File: config.mk
export PLATFORM = sky130hd
export DESIGN_NAME = seven_segment_serial_display_driver
export DESIGN_NICKNAME = d
export VERILOG_FILES = /design/src/hdl/sssd_pkg.sv /design/src/hdl/seven_segment_serial_display_driver.sv /design/src/hdl/sssd_decode.sv /design/src/hdl/sssd_cell.sv
export SDC_FILE = /design/constraint.sdc
export NUM_CORES = 1
export LEC_CHECK = 0
export ABC_AREA = 1
export BUFFER_PORTS_ARGS = -buffer_cell sky130_fd_sc_hd__buf_2
export CAP_MARGIN = 0
export CELL_PAD_IN_SITES_DETAIL_PLACEMENT = 1
export CELL_PAD_IN_SITES_GLOBAL_PLACEMENT = 1
export CORE_MARGIN = 2
export CORE_UTILIZATION = 53
export CTS_CLUSTER_SIZE = 16
export DETAILED_ROUTE_END_ITERATION = 8
export PLACE_DENSITY_LB_ADDON = 0.1
export SYNTH_ARGS = -nofsm -noshare
export SYNTH_HDL_FRONTEND = slang
export SYNTH_SLANG_ARGS = --single-unit
File: constraint.sdc
create_clock -name clk -period 11.3 [get_ports clk]
set_input_delay 1.13 -clock clk [delete_from_list [all_inputs] [get_ports clk]]
set_output_delay 1.13 -clock clk [all_outputs]
set_load 0.01 [all_outputs]
File: src/hdl/sssd_pkg.sv
// Shared types, constants and segment pattern tables for the serial
// seven-segment display driver. No dependencies.
package sssd_pkg;

	localparam int unsigned WORD_BITS = 32;
	localparam int unsigned HALF_BITS = 16;

	typedef logic [3:0] digit_t;
	typedef logic [HALF_BITS-1:0] pattern_t;
	typedef logic [WORD_BITS-1:0] word_t;

	typedef struct packed {
		logic valid;
		logic data;
		logic last;
	} cell_t;

	// first and third positions: P C D E - - - - - - - - G F A B
	function automatic pattern_t outer_pattern(input digit_t d);
		pattern_t p;
		case (d)
			4'd0: p = 16'h7007;
			4'd1: p = 16'h4001;
			4'd2: p = 16'h300B;
			4'd3: p = 16'h600B;
			4'd4: p = 16'h400D;
			4'd5: p = 16'h600E;
			4'd6: p = 16'h700E;
			4'd7: p = 16'h4003;
			4'd8: p = 16'h700F;
			4'd9: p = 16'h600F;
			default: p = 16'h0000;
		endcase
		return p;
	endfunction

	// second position: - - - - P C D E G F A B - - - -
	function automatic pattern_t middle_pattern(input digit_t d);
		pattern_t p;
		case (d)
			4'd0: p = 16'h0770;
			4'd1: p = 16'h0410;
			4'd2: p = 16'h03B0;
			4'd3: p = 16'h06B0;
			4'd4: p = 16'h04D0;
			4'd5: p = 16'h06E0;
			4'd6: p = 16'h07E0;
			4'd7: p = 16'h0430;
			4'd8: p = 16'h07F0;
			4'd9: p = 16'h06F0;
			default: p = 16'h0000;
		endcase
		return p;
	endfunction

endpackage

File: src/hdl/seven_segment_serial_display_driver.sv
// Top level of the serial seven-segment display driver: digit decode
// pipeline feeding a 33-cell shift chain. Depends on sssd_pkg,
// sssd_decode and sssd_cell.
//
// Usage: each value request (value_valid high, value_stall low at a rising
// edge) is turned into 33 bit requests on the seg channel: 32 serial data
// bits of the segment word, LSB first, with bit_index 0..31, then one
// latch request with latch_last high, data_bit and bit_index zero.
// Path: an accepted value passes the decode pipeline, then loads into the
// shift chain, whose first cell drives seg. Throughput: one result per cycle
// with no stall; the decode pipeline holds up to four further values, and the
// next word loads into the chain in the cycle its last result is taken.
// Rate is set by the shift chain, which delivers one result a cycle while seg_stall is low.
// Reset clears all valid flags; the block is then empty and ready.
// A stall on seg_stall freezes the chain; the decode pipeline fills and
// then raises value_stall.
module seven_segment_serial_display_driver (
	input  logic       clk,
	input  logic       arst_n,
	input  logic       value_valid,
	output logic       value_stall,
	input  logic [9:0] value,
	output logic       seg_valid,
	input  logic       seg_stall,
	output logic       data_bit,
	output logic [4:0] bit_index,
	output logic       latch_last
);
	import sssd_pkg::*;

	localparam int unsigned CELLS = WORD_BITS + 1;

	logic       word_valid;
	logic       shift;
	logic       load;
	word_t      word;
	cell_t      cells   [CELLS];
	cell_t      loads   [CELLS];
	cell_t      nexts   [CELLS];
	logic [4:0] index_q;

	sssd_decode u_decode (
		.clk         (clk),
		.arst_n      (arst_n),
		.value_valid (value_valid),
		.value_stall (value_stall),
		.value       (value),
		.word_valid  (word_valid),
		.word_take   (load),
		.word        (word)
	);

	assign shift = !cells[0].valid || !seg_stall;
	assign load  = word_valid && !cells[1].valid && shift;

	for (genvar k = 0; k < CELLS; k++) begin : g_cell
		if (k < WORD_BITS) begin : g_bit
			assign loads[k] = '{valid: 1'b1, data: word[k], last: 1'b0};
			assign nexts[k] = cells[k+1];
		end else begin : g_latch
			assign loads[k] = '{valid: 1'b1, data: 1'b0, last: 1'b1};
			assign nexts[k] = '0;
		end
		sssd_cell u_cell (
			.clk       (clk),
			.arst_n    (arst_n),
			.shift     (shift),
			.load      (load),
			.load_cell (loads[k]),
			.next_cell (nexts[k]),
			.cur_cell  (cells[k])
		);
	end

	always_ff @(posedge clk or negedge arst_n) begin
		if (!arst_n) begin
			index_q <= '0;
		end else if (load) begin
			index_q <= '0;
		end else if (cells[0].valid && !seg_stall) begin
			index_q <= index_q + 5'd1;
		end
	end

	assign seg_valid  = cells[0].valid;
	assign data_bit   = cells[0].data;
	assign latch_last = cells[0].last;
	assign bit_index  = cells[0].last ? 5'd0 : index_q;

endmodule

File: src/hdl/sssd_decode.sv
// Four-stage stalling pipeline: splits a 10-bit value into decimal digits
// by reciprocal multiplication and builds the 32-bit segment word.
// Depends on sssd_pkg.
module sssd_decode (
	input  logic                 clk,
	input  logic                 arst_n,
	input  logic                 value_valid,
	output logic                 value_stall,
	input  logic [9:0]           value,
	output logic                 word_valid,
	input  logic                 word_take,
	output sssd_pkg::word_t      word
);
	import sssd_pkg::*;

	logic        v_s1, v_s2, v_s3, v_s4;
	logic        rdy_s1, rdy_s2, rdy_s3, rdy_s4;
	logic [9:0]  value_s1, value_s2;
	logic [3:0]  hraw_s2;
	logic [15:0] hprod;
	logic [9:0]  hscaled;
	logic [9:0]  rem_full;
	digit_t      hund_s3, hund_s4;
	logic [6:0]  rem_s3, rem_s4;
	logic [13:0] tprod;
	digit_t      tens_s4;
	logic [6:0]  ones_full;
	digit_t      ones;

	assign rdy_s4 = !v_s4 || word_take;
	assign rdy_s3 = !v_s3 || rdy_s4;
	assign rdy_s2 = !v_s2 || rdy_s3;
	assign rdy_s1 = !v_s1 || rdy_s2;
	assign value_stall = !rdy_s1;

	assign hprod    = {6'd0, value_s1} * 16'd41;
	assign hscaled  = {6'd0, hraw_s2} * 10'd100;
	assign rem_full = value_s2 - hscaled;
	assign tprod    = {7'd0, rem_s3} * 14'd103;

	always_ff @(posedge clk or negedge arst_n) begin
		if (!arst_n) begin
			v_s1 <= 1'b0;
			v_s2 <= 1'b0;
			v_s3 <= 1'b0;
			v_s4 <= 1'b0;
		end else begin
			if (rdy_s1) v_s1 <= value_valid;
			if (rdy_s2) v_s2 <= v_s1;
			if (rdy_s3) v_s3 <= v_s2;
			if (rdy_s4) v_s4 <= v_s3;
		end
	end

	always_ff @(posedge clk) begin
		if (rdy_s1 && value_valid) begin
			value_s1 <= value;
		end
		if (rdy_s2 && v_s1) begin
			value_s2 <= value_s1;
			hraw_s2  <= hprod[15:12];
		end
		if (rdy_s3 && v_s2) begin
			hund_s3 <= (hraw_s2 >= 4'd10) ? hraw_s2 - 4'd10 : hraw_s2;
			rem_s3  <= rem_full[6:0];
		end
		if (rdy_s4 && v_s3) begin
			hund_s4 <= hund_s3;
			rem_s4  <= rem_s3;
			tens_s4 <= tprod[13:10];
		end
	end

	assign ones_full  = rem_s4 - {3'd0, tens_s4} * 7'd10;
	assign ones       = ones_full[3:0];
	assign word_valid = v_s4;
	assign word       = {outer_pattern(hund_s4), middle_pattern(tens_s4) | outer_pattern(ones)};

endmodule

File: src/hdl/sssd_cell.sv
// One cell of the output shift chain: holds one pending result and takes
// its neighbour's on each shift. Depends on sssd_pkg.
module sssd_cell (
	input  logic            clk,
	input  logic            arst_n,
	input  logic            shift,
	input  logic            load,
	input  sssd_pkg::cell_t load_cell,
	input  sssd_pkg::cell_t next_cell,
	output sssd_pkg::cell_t cur_cell
);
	import sssd_pkg::*;

	cell_t cell_q;

	always_ff @(posedge clk or negedge arst_n) begin
		if (!arst_n) begin
			cell_q <= '0;
		end else if (load) begin
			cell_q <= load_cell;
		end else if (shift) begin
			cell_q <= next_cell;
		end
	end

	assign cur_cell = cell_q;

endmodule

### Word level (Yosys, flattened, before mapping)

Memory sizes are Yosys's and may differ from the RTL's. A register that Yosys moved wholly into a read port is not among the register bits.
Cells that the tools add are included.

* output and inout port bits: 9
* word-level logic and storage cells: 219
* input bits: 14
* memories kept: 3
* flip-flop bits (word level): 152
* memory bits (read-only): 336

* muxes and demuxes: 72
* bitwise logic cells: 1
* reductions and logical operators: 22
* add/subtract/negate cells: 4
* order comparisons: 1
* $mul: 4

Memory list
* (no name shown): depth 16, width 7, rd ports 1, clocked after memory_dff 0, write ports 0, RTL line sssd_pkg.sv:21 `case (d)`
* (no name shown): depth 16, width 7, rd ports 1, clocked after memory_dff 1, write ports 0, RTL line sssd_pkg.sv:40 `case (d)`
* (no name shown): depth 16, width 7, rd ports 1, clocked after memory_dff 1, write ports 0, RTL line sssd_pkg.sv:21

Operator list (number)
* 2-to-1 mux 3 bit: 66
* multiplier 10 x 6 -> 16 bit (second input constant): 1
* bitwise OR 16 bit: 1
* 2-to-1 mux 5 bit: 3
* multiplier 7 x 7 -> 14 bit (second input constant): 1
* 2-to-1 mux 4 bit: 3
* logical NOT 1 bit: 8
* logical AND 1 bit: 7
* subtractor 7 bit: 1
* adder 5 x 1 -> 5 bit (second input constant): 1
* logical OR 1 bit: 5
* multiplier 4 x 5 -> 5 bit (second input constant): 1
* >= comparator 4 bit (second input constant): 1
* multiplier 4 x 3 -> 3 bit (second input constant): 1
* nonzero test 2 bit: 2
* subtractor 4 bit: 1
* subtractor 4 bit (second input constant): 1

### Depth between registers and ports, before layout

* depth after elaboration: 8
* depth in mapped cells: 23
* gate-level depth less buffers: 23

### By module

From an unflattened synthesis, not the netlist that was laid out.

* cell total of the unflattened synthesis: 1168
* area, all modules: 9862.0 µm²

By module, submodules not included
* sssd_decode: instances 1, cells each 562, area an instance 5017.3 µm²
* sssd_cell: instances 33, cells each 17, area an instance 137.6 µm²
* seven_segment_serial_display_driver: instances 1, cells each 45, area an instance 302.8 µm²

### Worst setup path before layout

Ideal clock, no wire load.

* path kind: register to register
* start: register u_decode.rem_s3[5]
* end: register g_cell[9].u_cell.load_cell[1] (netlist name)
* setup slack: 7.581 ns
* data arrival time: 3.604 ns
* required time: 11.185 ns
* period minus slack after synthesis: 3.719 ns
* cell stages (with the launch flop): 23
* cells stage by stage: edfxtp_1 ha_1 ha_1 inv_1 fa_1 fa_1 inv_1 ha_1 nand2_1 nand2_1 nand2_1 nand2_1 nand2_1 nand3_1 nand2_1 nand3_1 nand2_1 inv_1 ha_1 nand3_1 nand2_1 nand2_1 nand2_1

RTL lines
* from (decl): RTL line sssd_decode.sv:24 `logic [6:0] rem_s3, rem_s4;`
* from (signal assigned): RTL line sssd_decode.sv:65 `rem_s3 <= rem_full[6:0];`

### Worst setup path after layout

* start: input seg_stall
* end: output value_stall

* cells in the longest elaborated chain, start to end: 8

Ends and longest elaborated chain
* from (decl): RTL line seven_segment_serial_display_driver.sv:24 `input logic seg_stall,`
* logical NOT 1 bit: RTL line seven_segment_serial_display_driver.sv:53 `assign shift = !cells[0].valid || !seg_stall;`
* logical OR 1 bit: RTL line seven_segment_serial_display_driver.sv:53
* logical AND 1 bit: RTL line seven_segment_serial_display_driver.sv:54 `assign load = word_valid && !cells[1].valid && shift;`
* logical OR 1 bit: RTL line sssd_decode.sv:30 `assign rdy_s4 = !v_s4 || word_take;`
* logical OR 1 bit: RTL line sssd_decode.sv:31 `assign rdy_s3 = !v_s3 || rdy_s4;`
* logical OR 1 bit: RTL line sssd_decode.sv:32 `assign rdy_s2 = !v_s2 || rdy_s3;`
* logical OR 1 bit: RTL line sssd_decode.sv:33 `assign rdy_s1 = !v_s1 || rdy_s2;`
* logical NOT 1 bit: RTL line sssd_decode.sv:34 `assign value_stall = !rdy_s1;`
* to (decl): RTL line seven_segment_serial_display_driver.sv:21 `output logic value_stall,`

Every way passes these cells.

==> out/metrics.cfg <==
[yosys]
synth_seq_area_share_pct=47.8
synth_edf_count=44
synth_top_area_share_pct=29.7
syn-cell-area_um2=8840
synth_nets=1091
synthArstFlopShare_pct=64.4
synth-seq-cells=163
yosysWarnings=0
synth_common_cells=247 x nand2_1, 123 x inv_1, 105 x dfrtp_1, 97 x ha_1, 80 x o21ai_0
synthCells=966
avgSynthCellArea_um2=9.15
synth_ff_type=dfrtp_1
yosysTopAreaCell=dfrtp_1
yosys-top-cells-area=dfrtp_1 30%, edfxtp_1 15%, ha_1 14%
synth_cell_types=39
synth.most_common_cell=nand2_1

[worst_setup_path]
arrival_ns=3.26
crit_buf_inv=5
cp_data_required_time_ns=10.17
path_class=input pin to primary output
path_cells=buf_2 -> nand2_2 -> buf_4 -> nand2_2 -> nand2_2 -> nor2_1 -> inv_1 -> nor2_1 -> inv_1 -> nor2_1 -> buf_2
worst-path-max-fanout=97
end_kind=primary output
critPathTopFamily=buffers and inverters
r2r_end=g_cell[4].u_cell.load_cell[1]$_DFF_P_
worstReg2RegStart=u_decode.rem_s3[5]$_DFFE_PP_
critical-path-slowest-cell=buf_4
reg2reg_slack_ns=7.19
slowest_delay_ns=0.69
start_kind=input pin
r2r_cells=20

[clock_tree]
clk_latency_ns=0.43
cts.repair.resized=0
cts_setup_buffers=0
clkTransAtPathRegs_ns=0.06
cts_root_buf=clkbuf_16
cts_tree=yes
cts_max_level=4
cts.sinks=163
clockBufferDepth=2
holdBufCountCts=0
cts_made_buffers=17

[sta]
hold_viol_final=0
timing.final.ws_setup_ns=6.91
finalCritPeriodShare_pct=38.9
fmax_ghz=0.228
period_minus_slack_ns=4.39
tightest_slew_ns=0.935
setup_viol=0
rsz0062_at_grt=false
slew_headroom_pct=37.5
slew_violations=0
finalClockSkew_ns=0.0120
hold_slack_ns=0.424
tns_ns=0

[global_route]
grt_pass1_wl_mm=32.2
grtUsageTotal_pct=22.5
grt_max_degree=98
grt_pass1_vias=6782
antenna_found_initial=0
grt-ovfl-total=0

[route]
routed_wl_mm=18.5
routedWlPerCell_um=15.3
remaining_drc_errors=0
ant_nets=0
drt-initial-drc-count=331
avgViaCountPerCell=5.24
vias=6355
drt-pass1-iter-count=4

[min_path]
hold_end=u_decode.rem_s3[1]$_DFFE_PP_
holdCritStartpoint=u_decode.value_s2[1]$_DFFE_PP_
worstHoldPathCells=0
hold_path.class=register to register

[place]
preCtsSetupSlack_ns=6.88
place_hpwl_mm=13.0
globalplace.congestion=0.856
portBuffers=22

[die]
die_y_um=133
core-area_um2=16500
die_w_um=133
start_util_pct=53.7
num_io_pins=23
rows=47
die-area_um2=17700

[pwr]
irDropWorstVdd_v=0.000507
power.density_nw_per_um2=326
p_leak_uw=0.00497
power_uw=3160

[finish]
nets=1105
drive_above_1_share_pct=7.06
areaGrowthSynthToFinish_pct=9.52
diodes=0
final_util_pct=58.8

[run]
max_cap_violations=0

[outcome]
outcome=finished clean

-- final cells by class --
cell class | instances | area [µm²]
Inverter | 124 | 470
Fill cell | 1919 | 6780
Clock inverter | 11 | 101
Clock buffer | 20 | 437
Multi-Input combinational cell | 648 | 4030
Tap cell | 220 | 275
Sequential cell | 163 | 4230
Timing Repair Buffer | 26 | 143
-- where the power goes --
group	switching, µW	total, µW	leakage, µW	internal, µW
Sequential	82.5	875	0.00185	792
Combinational	1090	1740	0.00285	645
Clock	242	546	0.000270	304
Total	1420	3160	0.00497	1740
-- cell families after synthesis --
| logic type | after synthesis | synth area share, % |
|---|---|---|
| AO/OA/AOI/OAI | 130 | 8.35 |
| buffers and inverters | 155 | 6.64 |
| AND/OR/NAND/NOR | 391 | 18.7 |
| XOR/XNOR | 16 | 1.59 |
| adder cells (fa/ha/maj) | 111 | 16.9 |
| flip-flops | 163 | 47.8 |
-- flip-flops by register name, summed over array words and instances (netlist names) --
register,cells
g_cell.u_cell.cur_cell,96
u_decode.value_s1,10
g_cell.u_cell.load_cell,7
u_decode.rem_s3,7
u_decode.value_s2,7
u_decode.word,7
index_q,5
u_decode.hraw_s2,4
u_decode.hund_s3,4
u_decode.hund_s4,4
u_decode.rem_s4,4
u_decode.tens_s4,4
u_decode.v_s1,1
u_decode.v_s2,1
u_decode.v_s3,1
u_decode.word_valid,1
-- per-stage QoR --
stage | instance area, µm² | instances
floorplan | 8840 | 966
global placement | 9150 | 1181
detailed placement | 9150 | 1181
CTS | 9680 | 1212
global route | 9680 | 1212
finish | 9680 | 1212
-- cell usage in the layout, fill, tap and decap left out, types with 4 or more instances in the layout --
cell type,count
o211ai_1,17
nand4_1,7
edfxtp_1,44
nor2_1,46
buf_2,21
dfrtp_1,105
nand2_1,246
a21oi_1,19
clkbuf_16,17
buf_4,5
inv_6,4
ha_1,97
fa_1,14
nor3_1,6
inv_1,122
xor2_1,11
o21ai_0,80
nand3_1,67
xnor2_1,5
nand2_2,4
nand3b_1,4
dfxtp_1,14
-- worst register-to-register path: cells and delay by family (launching register included) --
family	cells	cell delay, ns
AOI/OAI and AO/OA	1	0.17
adders and majority gates	6	2.25
buffers and inverters	4	0.33
DFF	1	0.48
and+or+nand+nor	9	0.79
-- per-layer routing --
metal	global-route usage, %	wire [µm]	vias to the layer above
li1	-	-	3182
met1	27.6	8300	3091
met2	40.4	9580	60
met3	3.61	330	22
met4	7.62	325	0
met5	0	0	-
-- worst max path at each step --
stage	start	slack, ns	to	depth (start not counted)
floorplan	u_decode.rem_s3[5]$_DFFE_PP_	7.58	g_cell[9].u_cell.load_cell[1]$_DFF_P_	22
global placement	seg_stall	6.91	value_stall	11
detailed placement	seg_stall	6.88	value_stall	11
CTS	seg_stall	6.86	value_stall	11
global route	seg_stall	6.63	value_stall	11
finish	seg_stall	6.91	value_stall	11
Note: power is estimated with default switching activity, not from simulation.
